<file path="config.mk">
export PLATFORM = sky130hd
export DESIGN_NAME = sha256_byte_stream_hasher
export DESIGN_NICKNAME = d
export VERILOG_FILES = /design/src/sv/shabs_pkg.sv /design/src/sv/shabs_front.sv /design/src/sv/shabs_queue.sv /design/src/sv/shabs_core.sv /design/src/sv/sha256_byte_stream_hasher.sv
export VERILOG_INCLUDE_DIRS = /design/src /design/src/sv
export SDC_FILE = /design/constraint.sdc
export NUM_CORES = 2
export LEC_CHECK = 0
export BUFFER_PORTS_ARGS = -buffer_cell sky130_fd_sc_hd__buf_2
export CAP_MARGIN = 20
export CORE_UTILIZATION = 35
export DETAILED_ROUTE_END_ITERATION = 10
export GPL_TIMING_DRIVEN = 0
export PLACE_DENSITY_LB_ADDON = 0.12
export SLEW_MARGIN = 25
export SYNTH_ARGS = -nofsm -noshare
export SYNTH_HDL_FRONTEND = slang
export SYNTH_SLANG_ARGS = --single-unit
</file>
<file path="constraint.sdc">
create_clock -name clock -period 16.8 [get_ports clock]
set_input_delay 1.68 -clock clock [delete_from_list [all_inputs] [get_ports clock]]
set_output_delay 1.68 -clock clock [all_outputs]
set_load 0.01 [all_outputs]
</file>
<file path="src/sv/sha256_byte_stream_hasher_macros.svh">
// assertion helpers shared by the hasher modules
`ifndef SHA256_BYTE_STREAM_HASHER_MACROS_SVH
`define SHA256_BYTE_STREAM_HASHER_MACROS_SVH

// same-cycle implication, disabled in reset
`define SBH_ASSERT_IMPL(name, ante, cons, msg) \
   name: assert property (@(posedge clock) disable iff (reset) (ante) |-> (cons)) else $error(msg);

// next-cycle implication, disabled in reset
`define SBH_ASSERT_NEXT(name, ante, cons, msg) \
   name: assert property (@(posedge clock) disable iff (reset) (ante) |=> (cons)) else $error(msg);

`endif

</file>
<file path="src/sv/shabs_pkg.sv">
package shabs_pkg;

   // word queue between front and core
   localparam int QDEPTH = 4;
   localparam int QPTR_W = 2;

   typedef struct packed {
      logic [31:0] word;
      logic        blk_end;
      logic        msg_end;
   } qent_type;

   // initial hash value
   function automatic logic [31:0] iv_word(input logic [2:0] i);
      logic [31:0] r;
      case (i)
         3'd0: r = 32'h6a09e667;
         3'd1: r = 32'hbb67ae85;
         3'd2: r = 32'h3c6ef372;
         3'd3: r = 32'ha54ff53a;
         3'd4: r = 32'h510e527f;
         3'd5: r = 32'h9b05688c;
         3'd6: r = 32'h1f83d9ab;
         3'd7: r = 32'h5be0cd19;
         default: r = 32'h0;
      endcase
      return r;
   endfunction

   // rotate right
   function automatic logic [31:0] ror32(input logic [31:0] x, input logic [4:0] n);
      logic [63:0] d;
      d = {x, x} >> n;
      return d[31:0];
   endfunction

   // round constants
   function automatic logic [31:0] round_k(input logic [5:0] i);
      logic [31:0] r;
      case (i)
         6'd0: r = 32'h428a2f98;  6'd1: r = 32'h71374491;
         6'd2: r = 32'hb5c0fbcf;  6'd3: r = 32'he9b5dba5;
         6'd4: r = 32'h3956c25b;  6'd5: r = 32'h59f111f1;
         6'd6: r = 32'h923f82a4;  6'd7: r = 32'hab1c5ed5;
         6'd8: r = 32'hd807aa98;  6'd9: r = 32'h12835b01;
         6'd10: r = 32'h243185be; 6'd11: r = 32'h550c7dc3;
         6'd12: r = 32'h72be5d74; 6'd13: r = 32'h80deb1fe;
         6'd14: r = 32'h9bdc06a7; 6'd15: r = 32'hc19bf174;
         6'd16: r = 32'he49b69c1; 6'd17: r = 32'hefbe4786;
         6'd18: r = 32'h0fc19dc6; 6'd19: r = 32'h240ca1cc;
         6'd20: r = 32'h2de92c6f; 6'd21: r = 32'h4a7484aa;
         6'd22: r = 32'h5cb0a9dc; 6'd23: r = 32'h76f988da;
         6'd24: r = 32'h983e5152; 6'd25: r = 32'ha831c66d;
         6'd26: r = 32'hb00327c8; 6'd27: r = 32'hbf597fc7;
         6'd28: r = 32'hc6e00bf3; 6'd29: r = 32'hd5a79147;
         6'd30: r = 32'h06ca6351; 6'd31: r = 32'h14292967;
         6'd32: r = 32'h27b70a85; 6'd33: r = 32'h2e1b2138;
         6'd34: r = 32'h4d2c6dfc; 6'd35: r = 32'h53380d13;
         6'd36: r = 32'h650a7354; 6'd37: r = 32'h766a0abb;
         6'd38: r = 32'h81c2c92e; 6'd39: r = 32'h92722c85;
         6'd40: r = 32'ha2bfe8a1; 6'd41: r = 32'ha81a664b;
         6'd42: r = 32'hc24b8b70; 6'd43: r = 32'hc76c51a3;
         6'd44: r = 32'hd192e819; 6'd45: r = 32'hd6990624;
         6'd46: r = 32'hf40e3585; 6'd47: r = 32'h106aa070;
         6'd48: r = 32'h19a4c116; 6'd49: r = 32'h1e376c08;
         6'd50: r = 32'h2748774c; 6'd51: r = 32'h34b0bcb5;
         6'd52: r = 32'h391c0cb3; 6'd53: r = 32'h4ed8aa4a;
         6'd54: r = 32'h5b9cca4f; 6'd55: r = 32'h682e6ff3;
         6'd56: r = 32'h748f82ee; 6'd57: r = 32'h78a5636f;
         6'd58: r = 32'h84c87814; 6'd59: r = 32'h8cc70208;
         6'd60: r = 32'h90befffa; 6'd61: r = 32'ha4506ceb;
         6'd62: r = 32'hbef9a3f7; 6'd63: r = 32'hc67178f2;
         default: r = 32'h0;
      endcase
      return r;
   endfunction

endpackage

</file>
<file path="src/sv/shabs_front.sv">
module shabs_front
   import shabs_pkg::*;
(
   input  logic        clock,
   input  logic        reset,
   input  logic        req_valid,
   output logic        req_stall,
   input  logic [7:0]  req_data_byte,
   input  logic        req_byte_present,
   input  logic        req_end_of_message,
   output logic        push_valid,
   output qent_type    push_data,
   input  logic        q_full
);

   logic [5:0]  cnt_ff, cnt_in;
   logic [23:0] wbuf_ff, wbuf_in;
   logic [60:0] total_ff, total_in;
   logic        pad_ff, pad_in;
   logic        sent_ff, sent_in;
   logic        lenok_ff, lenok_in;
   logic [3:0]  widx_ff, widx_in;
   logic        accept;
   logic [31:0] nb;
   logic [3:0]  w;

   assign req_stall = pad_ff | q_full;
   assign accept    = req_valid & ~req_stall;
   assign nb        = {wbuf_ff, req_data_byte};
   assign w         = cnt_ff[5:2];

   // byte packing and padding word generation
   always_comb begin
      cnt_in     = cnt_ff;
      wbuf_in    = wbuf_ff;
      total_in   = total_ff;
      pad_in     = pad_ff;
      sent_in    = sent_ff;
      lenok_in   = lenok_ff;
      widx_in    = widx_ff;
      push_valid = 1'b0;
      push_data  = '0;
      if (accept) begin
         if (req_byte_present) begin
            wbuf_in  = nb[23:0];
            cnt_in   = cnt_ff + 6'd1;
            total_in = total_ff + 61'd1;
            if (cnt_ff[1:0] == 2'd3) begin
               push_valid        = 1'b1;
               push_data.word    = nb;
               push_data.blk_end = (cnt_ff == 6'd63);
            end
         end
         if (req_end_of_message) begin
            pad_in  = 1'b1;
            sent_in = 1'b0;
         end
      end else if (pad_ff && !q_full) begin
         push_valid = 1'b1;
         if (!sent_ff) begin
            case (cnt_ff[1:0])
               2'd0: push_data.word = {8'h80, 24'h0};
               2'd1: push_data.word = {wbuf_ff[7:0], 8'h80, 16'h0};
               2'd2: push_data.word = {wbuf_ff[15:0], 8'h80, 8'h0};
               2'd3: push_data.word = {wbuf_ff[23:0], 8'h80};
               default: push_data.word = '0;
            endcase
            push_data.blk_end = (w == 4'd15);
            // length goes in this block, or in a fresh one when the marker falls in word 14 or 15
            lenok_in          = (w != 4'd14);
            sent_in           = 1'b1;
            widx_in           = w + 4'd1;
         end else begin
            if (lenok_ff && widx_ff == 4'd14) begin
               push_data.word = total_ff[60:29];
            end else if (lenok_ff && widx_ff == 4'd15) begin
               push_data.word = {total_ff[28:0], 3'b000};
            end
            push_data.blk_end = (widx_ff == 4'd15);
            push_data.msg_end = (widx_ff == 4'd15) && lenok_ff;
            widx_in           = widx_ff + 4'd1;
            if (widx_ff == 4'd15) begin
               lenok_in = 1'b1;
               if (lenok_ff) begin
                  pad_in   = 1'b0;
                  cnt_in   = '0;
                  total_in = '0;
               end
            end
         end
      end
   end

   always_ff @(posedge clock) begin
      wbuf_ff  <= wbuf_in;
      lenok_ff <= lenok_in;
      widx_ff  <= widx_in;
      sent_ff  <= sent_in;
      if (reset) begin
         cnt_ff   <= '0;
         total_ff <= '0;
         pad_ff   <= 1'b0;
      end else begin
         cnt_ff   <= cnt_in;
         total_ff <= total_in;
         pad_ff   <= pad_in;
      end
   end

endmodule

</file>
<file path="src/sv/shabs_queue.sv">
`include "sha256_byte_stream_hasher_macros.svh"
module shabs_queue
   import shabs_pkg::*;
(
   input  logic     clock,
   input  logic     reset,
   input  logic     push_valid,
   input  qent_type push_data,
   output logic     q_full,
   output logic     q_valid,
   output qent_type q_data,
   input  logic     q_pop
);

   qent_type           mem_ff [QDEPTH];
   logic [QPTR_W-1:0]  wr_ff, rd_ff;
   logic [QPTR_W:0]    count_ff;
   logic               do_push, do_pop;

   assign q_full  = (count_ff == (QPTR_W + 1)'(QDEPTH));
   assign q_valid = (count_ff != '0);
   assign q_data  = mem_ff[rd_ff];
   assign do_push = push_valid & ~q_full;
   assign do_pop  = q_pop & q_valid;

   // storage
   always_ff @(posedge clock) begin
      if (do_push) begin
         mem_ff[wr_ff] <= push_data;
      end
   end

   // pointers and fill level
   always_ff @(posedge clock) begin
      if (reset) begin
         wr_ff    <= '0;
         rd_ff    <= '0;
         count_ff <= '0;
      end else begin
         if (do_push) wr_ff <= wr_ff + 1'b1;
         if (do_pop) rd_ff <= rd_ff + 1'b1;
         if (do_push && !do_pop) count_ff <= count_ff + 1'b1;
         else if (do_pop && !do_push) count_ff <= count_ff - 1'b1;
      end
   end

   `SBH_ASSERT_IMPL(a_no_push_full, push_valid, !q_full, "word pushed into full queue")
   `SBH_ASSERT_IMPL(a_level_bound, 1'b1, count_ff <= (QPTR_W + 1)'(QDEPTH), "queue level overrun")
   `SBH_ASSERT_NEXT(a_level_up, do_push && !do_pop, count_ff == $past(count_ff) + 1'b1, "level lost")

endmodule

</file>
<file path="src/sv/shabs_core.sv">
`include "sha256_byte_stream_hasher_macros.svh"
module shabs_core
   import shabs_pkg::*;
(
   input  logic        clock,
   input  logic        reset,
   input  logic        q_valid,
   input  qent_type    q_data,
   output logic        q_pop,
   output logic        rsp_valid,
   input  logic        rsp_stall,
   output logic [31:0] rsp_digest_word,
   output logic [2:0]  rsp_word_index,
   output logic        rsp_last_word
);

   localparam logic [1:0] ST_LOAD  = 2'd0;
   localparam logic [1:0] ST_ROUND = 2'd1;
   localparam logic [1:0] ST_ADD   = 2'd2;
   localparam logic [1:0] ST_OUT   = 2'd3;

   logic [1:0]  state_ff;
   logic [5:0]  rcnt_ff;
   logic [2:0]  oidx_ff;
   logic        msg_ff;
   logic [31:0] hv_ff  [8];
   logic [31:0] v_ff   [8];
   logic [31:0] win_ff [16];
   logic [31:0] s1, ch, t1, s0, maj, ws0, ws1, wnew;
   logic        out_take;

   assign q_pop    = (state_ff == ST_LOAD) & q_valid;
   assign rsp_valid       = (state_ff == ST_OUT);
   assign rsp_digest_word = hv_ff[oidx_ff];
   assign rsp_word_index  = oidx_ff;
   assign rsp_last_word   = (oidx_ff == 3'd7);
   assign out_take        = rsp_valid & ~rsp_stall;

   // one round and the next schedule word
   always_comb begin
      s1   = ror32(v_ff[4], 5'd6) ^ ror32(v_ff[4], 5'd11) ^ ror32(v_ff[4], 5'd25);
      ch   = (v_ff[4] & v_ff[5]) ^ (~v_ff[4] & v_ff[6]);
      t1   = v_ff[7] + s1 + ch + round_k(rcnt_ff) + win_ff[0];
      s0   = ror32(v_ff[0], 5'd2) ^ ror32(v_ff[0], 5'd13) ^ ror32(v_ff[0], 5'd22);
      maj  = (v_ff[0] & v_ff[1]) ^ (v_ff[0] & v_ff[2]) ^ (v_ff[1] & v_ff[2]);
      ws0  = ror32(win_ff[1], 5'd7) ^ ror32(win_ff[1], 5'd18) ^ (win_ff[1] >> 3);
      ws1  = ror32(win_ff[14], 5'd17) ^ ror32(win_ff[14], 5'd19) ^ (win_ff[14] >> 10);
      wnew = win_ff[0] + ws0 + win_ff[9] + ws1;
   end

   // working variables and message window
   always_ff @(posedge clock) begin
      if (q_pop) begin
         for (int i = 0; i < 15; i++) win_ff[i] <= win_ff[i+1];
         win_ff[15] <= q_data.word;
         if (q_data.blk_end) begin
            msg_ff <= q_data.msg_end;
            for (int i = 0; i < 8; i++) v_ff[i] <= hv_ff[i];
         end
      end else if (state_ff == ST_ROUND) begin
         for (int i = 0; i < 15; i++) win_ff[i] <= win_ff[i+1];
         win_ff[15] <= wnew;
         v_ff[7] <= v_ff[6];
         v_ff[6] <= v_ff[5];
         v_ff[5] <= v_ff[4];
         v_ff[4] <= v_ff[3] + t1;
         v_ff[3] <= v_ff[2];
         v_ff[2] <= v_ff[1];
         v_ff[1] <= v_ff[0];
         v_ff[0] <= t1 + s0 + maj;
      end
   end

   // sequencer and hash state
   always_ff @(posedge clock) begin
      if (reset) begin
         state_ff <= ST_LOAD;
         rcnt_ff  <= '0;
         oidx_ff  <= '0;
         for (int i = 0; i < 8; i++) hv_ff[i] <= iv_word(3'(i));
      end else begin
         case (state_ff)
            ST_LOAD: begin
               rcnt_ff <= '0;
               if (q_pop && q_data.blk_end) state_ff <= ST_ROUND;
            end
            ST_ROUND: begin
               rcnt_ff <= rcnt_ff + 6'd1;
               if (rcnt_ff == 6'd63) state_ff <= ST_ADD;
            end
            ST_ADD: begin
               for (int i = 0; i < 8; i++) hv_ff[i] <= hv_ff[i] + v_ff[i];
               oidx_ff  <= '0;
               state_ff <= msg_ff ? ST_OUT : ST_LOAD;
            end
            ST_OUT: begin
               if (out_take) begin
                  oidx_ff <= oidx_ff + 3'd1;
                  if (oidx_ff == 3'd7) begin
                     for (int i = 0; i < 8; i++) hv_ff[i] <= iv_word(3'(i));
                     state_ff <= ST_LOAD;
                  end
               end
            end
            default: state_ff <= ST_LOAD;
         endcase
      end
   end

   `SBH_ASSERT_NEXT(a_iv_restart, out_take && rsp_last_word, state_ff == ST_LOAD && hv_ff[0] == 32'h6a09e667, "hash not restarted after digest")
   `SBH_ASSERT_NEXT(a_round_end, state_ff == ST_ROUND && rcnt_ff == 6'd63, state_ff == ST_ADD, "compression overran")
   `SBH_ASSERT_NEXT(a_digest_start, state_ff == ST_ADD && msg_ff, rsp_valid && rsp_word_index == 3'd0, "digest not started at word 0")

endmodule

</file>
<file path="src/sv/sha256_byte_stream_hasher.sv">
// SHA-256 over a byte stream. Each accepted request may carry one message byte and an
// end-of-message mark; at the end of a message the block pads it, finishes the hash
// and returns the digest as eight 32-bit words, index 0 first, the eighth marked last,
// then starts a fresh message. Bytes are accepted one per cycle while the four-word
// queue between the byte packer and the compression core has room and no message is
// being padded. The core takes a block's 16 words from the queue at up to one per
// cycle, then runs the 64 rounds (one round per cycle) and adds the result into the
// hash. It takes no words during the rounds, so the packer stalls once the queue is
// full. Closing a message stalls input while 3 to 18 padding words are queued, one per
// cycle while the queue has room and longer while the core is busy, and the digest
// words are offered one per cycle after the final block while rsp_stall is low.
module sha256_byte_stream_hasher
   import shabs_pkg::*;
(
   input  logic        clock,
   input  logic        reset,
   input  logic        req_valid,
   output logic        req_stall,
   input  logic [7:0]  req_data_byte,
   input  logic        req_byte_present,
   input  logic        req_end_of_message,
   output logic        rsp_valid,
   input  logic        rsp_stall,
   output logic [31:0] rsp_digest_word,
   output logic [2:0]  rsp_word_index,
   output logic        rsp_last_word
);

   logic     push_valid, q_full, q_valid, q_pop;
   qent_type push_data, q_data;

   // byte packer and padder
   shabs_front u_front (
      .clock              (clock),
      .reset              (reset),
      .req_valid          (req_valid),
      .req_stall          (req_stall),
      .req_data_byte      (req_data_byte),
      .req_byte_present   (req_byte_present),
      .req_end_of_message (req_end_of_message),
      .push_valid         (push_valid),
      .push_data          (push_data),
      .q_full             (q_full)
   );

   // word queue
   shabs_queue u_queue (
      .clock      (clock),
      .reset      (reset),
      .push_valid (push_valid),
      .push_data  (push_data),
      .q_full     (q_full),
      .q_valid    (q_valid),
      .q_data     (q_data),
      .q_pop      (q_pop)
   );

   // compression core and digest output
   shabs_core u_core (
      .clock           (clock),
      .reset           (reset),
      .q_valid         (q_valid),
      .q_data          (q_data),
      .q_pop           (q_pop),
      .rsp_valid       (rsp_valid),
      .rsp_stall       (rsp_stall),
      .rsp_digest_word (rsp_digest_word),
      .rsp_word_index  (rsp_word_index),
      .rsp_last_word   (rsp_last_word)
   );

endmodule
</file>
---- After elaboration in Yosys (flattened, before gate mapping) ----
Memories as Yosys holds them, arrays and structs flattened. A register that Yosys moved wholly into a read port is not among the register bits.
Index checks and enable logic that the tools add are counted.
cells by class
  $add $sub $neg .......................... 28
  equal/unequal tests ..................... 21
  multiplexer cells ....................... 155
  bitwise gates (word level) .............. 67
  reductions and logical operators ........ 28
operators with widths
  kind                     count
  $mux W32                 82
  $add A32 B32 Y32         18
  $mux W61                 6
  $xor A32 B32 Y32         9
  $and A32 B32 Y32         5
  $mux W33                 4
  $pmux W32 S4             1
  $add A61 B1 Y61 const B  1
  $mux W6                  8
  $or A1 B1 Y1             41
  $mux W1                  37
  $mux W34                 1
  $not A32 Y32             1
  $xor A32 B22 Y32         1
  $xor A32 B29 Y32         1
  $mux W3                  5
  $mux W2                  7
  $ne A2 B2 Y1 const B     7
  $reduce_bool A2 Y1       7
  $add A6 B1 Y6 const B    2
  $eq A4 B4 Y1 const B     3
  $eq A6 B6 Y1 const B     2
  $pmux W6 S2              1
  $reduce_and A2 Y1        5
  other kinds (20)         44
word-level totals
  register bits ........................... 117
  bits in writable memories ............... 1,160
  bits in read-only memories .............. 2,048
  input port bits ......................... 14
  output and inout port bits .............. 38
  logic and storage cells ................. 318
  memories ................................ 5
memory list
  name              depth  bits a word  read ports  clocked after memory_dff  write ports  line               RTL
  (name not given)  64     32           1           1                         0            shabs_pkg.sv:40    case (i)
  u_core.win_ff     16     32           16          0                         16           shabs_core.sv:28   logic [31:0] win_ff [16];
  u_core.hv_ff      8      32           9           1                         8            shabs_core.sv:26   logic [31:0] hv_ff [8];
  u_core.v_ff       8      32           8           0                         8            shabs_core.sv:27   logic [31:0] v_ff [8];
  u_queue.mem_ff    4      34           1           1                         1            shabs_queue.sv:15  qent_type mem_ff [QDEPTH];

---- Depth between registers and ports, before layout ----
  depth after elaboration ................. 10
  depth in mapped cells ................... 31
  gate-level depth less buffers ........... 30

---- By module ----
A second synthesis with hierarchy kept.
unflattened totals
  cell total of the unflattened synthesis .. 7,032
  area total of the unflattened synthesis .. 76,377.0 sq um
by module, submodules not included
  module       instances  cells each  area each (sq um)  seq. area each (sq um)
  shabs_core   1          6,153       65,422.7           30,419.2
  shabs_front  1          653         5,541.6            2,262.2
  shabs_queue  1          226         5,412.7            4,264.1

---- Worst setup path before layout ----
OpenSTA, ideal clock, no wires.
  path kind ............................... register -> register
  start ................................... reg u_core.state_ff[1]
  end ..................................... mem u_core.win_ff[0][0], enable pin
  library setup time ...................... 3.631 ns
  arrival ................................. 9.903 ns
  data required time ...................... 13.169 ns
  setup slack ............................. 3.267 ns
  stages on the path, launching flop included .. 7
  path buffers ............................ 3
  clock period less this slack ............ 13.533 ns
  cell sequence ........................... dfxtp_1 > clkbuf_1 > clkbuf_1 > nor3_1 > inv_2 > clkbuf_1 > nand2_1
RTL lines
  what                      line              RTL
  start: declaration        shabs_core.sv:22  logic [1:0] state_ff;
  start signal: assignment  shabs_core.sv:94  state_ff <= msg_ff ? ST_OUT : ST_LOAD;
  end: declaration          shabs_core.sv:28

==> impl_metrics.yaml <==
run_status:
  status: "finished clean"
placed_design:
  hpwl_um: 231000
  gp_congestion: 0.973
  postPlaceCellArea_mm2: 0.0812
  portBuffers: 51
critical_path:
  crit_fanout: 4
  cpMostUsedCell: "fa_1"
  required_ns: 17.32
  critPathCaptureType: "flip-flop"
  r2r-end: "u_core.v_ff[0][31]"
  slowest_stage: "fa_1"
  cp_data_arrival_time_ns: 9.52
  cpPeakStageDelay_ns: 0.54
  rrSetupSlack_ns: 7.80
  cp-start-kind: "flip-flop"
  r2r-start: "u_core.win_ff[0][1]"
  path_class: "flip-flop to flip-flop"
  rr_worst_depth: 28
clock_network:
  clock-sinks: 1314
  ctsResizeCount: 0
  clock_path_buffers: 3
  clock-root-buffer: "clkbuf_16"
  cts_hold_buf: 0
  cts_tree: "yes"
  cts_setup_buffers: 0
  htreeDepth: 4
  cts_buffers: 159
  clkLatencyLatePin_ns: 0.86
  clk_pin_slew_ns: 0.06
sta:
  maxSlewHeadroom_pct: 22.0
  timing.fmax_mhz: 111
  finalMaxSlewViolations: 0
  finalCritPeriodShare_pct: 53.6
  setup_viol: 0
  post-route-min-period_ns: 9.00
  worstMarginPinSlew_ns: 1.16
  rsz0062_at_grt: "no"
  fin_skew_ns: 0.0642
  fin_setup_tns_ns: 0
  timing_hold_violations_final: 0
min_path:
  hp-class: "flip-flop to flip-flop"
  worstHoldStart: "u_core.win_ff[0][223]"
  whs_endpoint: "u_core.win_ff[0][191]"
  hold_path_depth: 0
die:
  row_count: 171
  placeableCoreArea_mm2: 0.217
  start_util_pct: 35.2
  die_h_um: 470
  pin_count: 52
  die_area_mm2: 0.220
  die_w_um: 470
routing:
  first_pass_iters: 6
  drcViolationCount: 0
  wirelength_um: 294000
  dr.first_iter.drc_count: 5846
  ant_nets: 0
  viasPerCell: 5.54
  wl_per_cell_um: 28.5
  vias: 57300
final_layout:
  final_layout_size_suffix_gt1_share_pct: 7.88
  fill_cells: 21200
  final_area_mm2: 0.0866
  layout.nets: 7955
  syn2layout_area_growth_pct: 13.2
synthesis:
  synth_area_leaders: "edfxtp_1 (42%), ha_1 (6.6%), dfxtp_1 (6.6%)"
  synth_seq_cells: 1314
  syn_avg_cell_area_um2: 10.8
  yosysMostFrequentCell: "nand2_1"
  ys.flop_type: "edfxtp_1"
  synth_nets: 7707
  yosys-top-cells-count: "nand2_1 (1095), edfxtp_1 (1063), a21oi_1 (441)"
  yosys.area.top_type: "edfxtp_1"
  yosysSeqAreaShare_pct: 48.3
  syn_inst: 7095
  synth_edf_count: 1063
  synthArstFlopShare_pct: 0
  synth_warnings: 0
  netlist_area_mm2: 0.0765
  yosysUniqueCellTypes: 87
  synth_top_area_share_pct: 41.7
global_route:
  gr-usage-all-layers_pct: 26.2
  first_global_vias: 55000
  grt_overflow: 0
  antenna_found_initial: 18
  grt_pass1_wl_um: 413000
  grt_max_degree: 58
job:
  cap_violations: 0
[registers in the layout, indices dropped and copies added, names as in the netlist, 2 cells and up, named ones only]
| register | count |
|---|---|
| u_core.rsp_word_index | 3 |
| u_queue.mem_ff | 136 |
| u_front.widx_ff | 4 |
| u_core.win_ff | 512 |
| u_front.total_ff | 61 |
| u_queue.wr_ff | 2 |
| u_core.v_ff | 256 |
| u_front.cnt_ff | 6 |
| u_core.hv_ff | 256 |
| u_core.state_ff | 2 |
| u_queue.count_ff | 3 |
| u_queue.rd_ff | 2 |
| u_core.rcnt_ff | 6 |
| u_front.wbuf_ff | 24 |
[metrics by stage]
stage	setup slack [ns]	utilization, %	hold WS [ns]	std cells
6_report	7.80	39.9	0.388	10300
5_1_grt	7.62	39.9	0.412	10300
4_1_cts	8.01	39.9	0.391	10300
3_5_place_dp	8.11	37.4	0.405	10000
3_3_place_gp	-4.82	37.0	0.400	10000
2_1_floorplan	3.27	-	0.400	7095
[layout by cell type (no fill, tap or decap), types with 182 or more instances in the layout]
cell type,n
a21o_1,182
a21oi_1,441
clkbuf_1,263
dfxtp_1,251
edfxtp_1,1063
fa_1,196
ha_1,402
inv_1,399
nand2_1,1094
nor2_1,405
o21ai_0,365
xnor2_1,379
xor2_1,248
[kinds of logic after synthesis]
family / share of synthesized area, %
and+or+nand+nor: 11.8
AOI/OAI and AO/OA: 12.7
DFF: 48.3
buffers and inverters: 3.56
xor gates and xnor gates: 7.20
adders and majority gates: 12.0
muxes: 4.44
[final cells by class]
type	instances	area, um^2	area share [%]
clock buffer	197	4210	4.86
multi-input combinational	5058	36900	42.6
inverter	404	1520	1.76
antenna	9	22.5	0.0260
timing repair buffer	87	1000	1.15
buffer	319	1270	1.46
clock inverter	95	1160	1.35
sequential	1314	36900	42.7
tap	2854	3570	4.12
[per-layer routing]
layer	global-route usage, %	routed length [um]	vias to the layer above
met2	41.8	135000	2074
met5	0	0	-
met1	35.4	129000	28700
li1	-	-	26000
met3	4.68	18400	475
met4	9.73	11900	0
[worst max-delay path by stage]
stage               slack, ns  depth (start not counted)                 from                     to
CTS                      8.01                         28  u_core.win_ff[0][1]     u_core.v_ff[0][31]
finish                   7.80                         28  u_core.win_ff[0][1]     u_core.v_ff[0][31]
floorplan                3.27                          6   u_core.state_ff[1]    u_core.win_ff[0][0]
global route             7.62                         28  u_core.win_ff[0][1]     u_core.v_ff[0][31]
global placement        -4.82                          5   u_core.state_ff[1]  u_core.win_ff[0][106]
detailed placement       8.11                         28  u_core.win_ff[0][1]     u_core.v_ff[0][31]
[critical path: cells and delay by family (launching register included)]
family	cells	cell delay, ns
flops	1	0.35
compound gates	11	3.51
xor+xnor	2	0.39
simple gates	4	0.84
buf+inv	4	0.59
fa+ha+maj	7	2.99
Power is left out: the tool's default activity adds up to more than one toggle a clock period on the data nets, which glitch-free logic cannot reach.
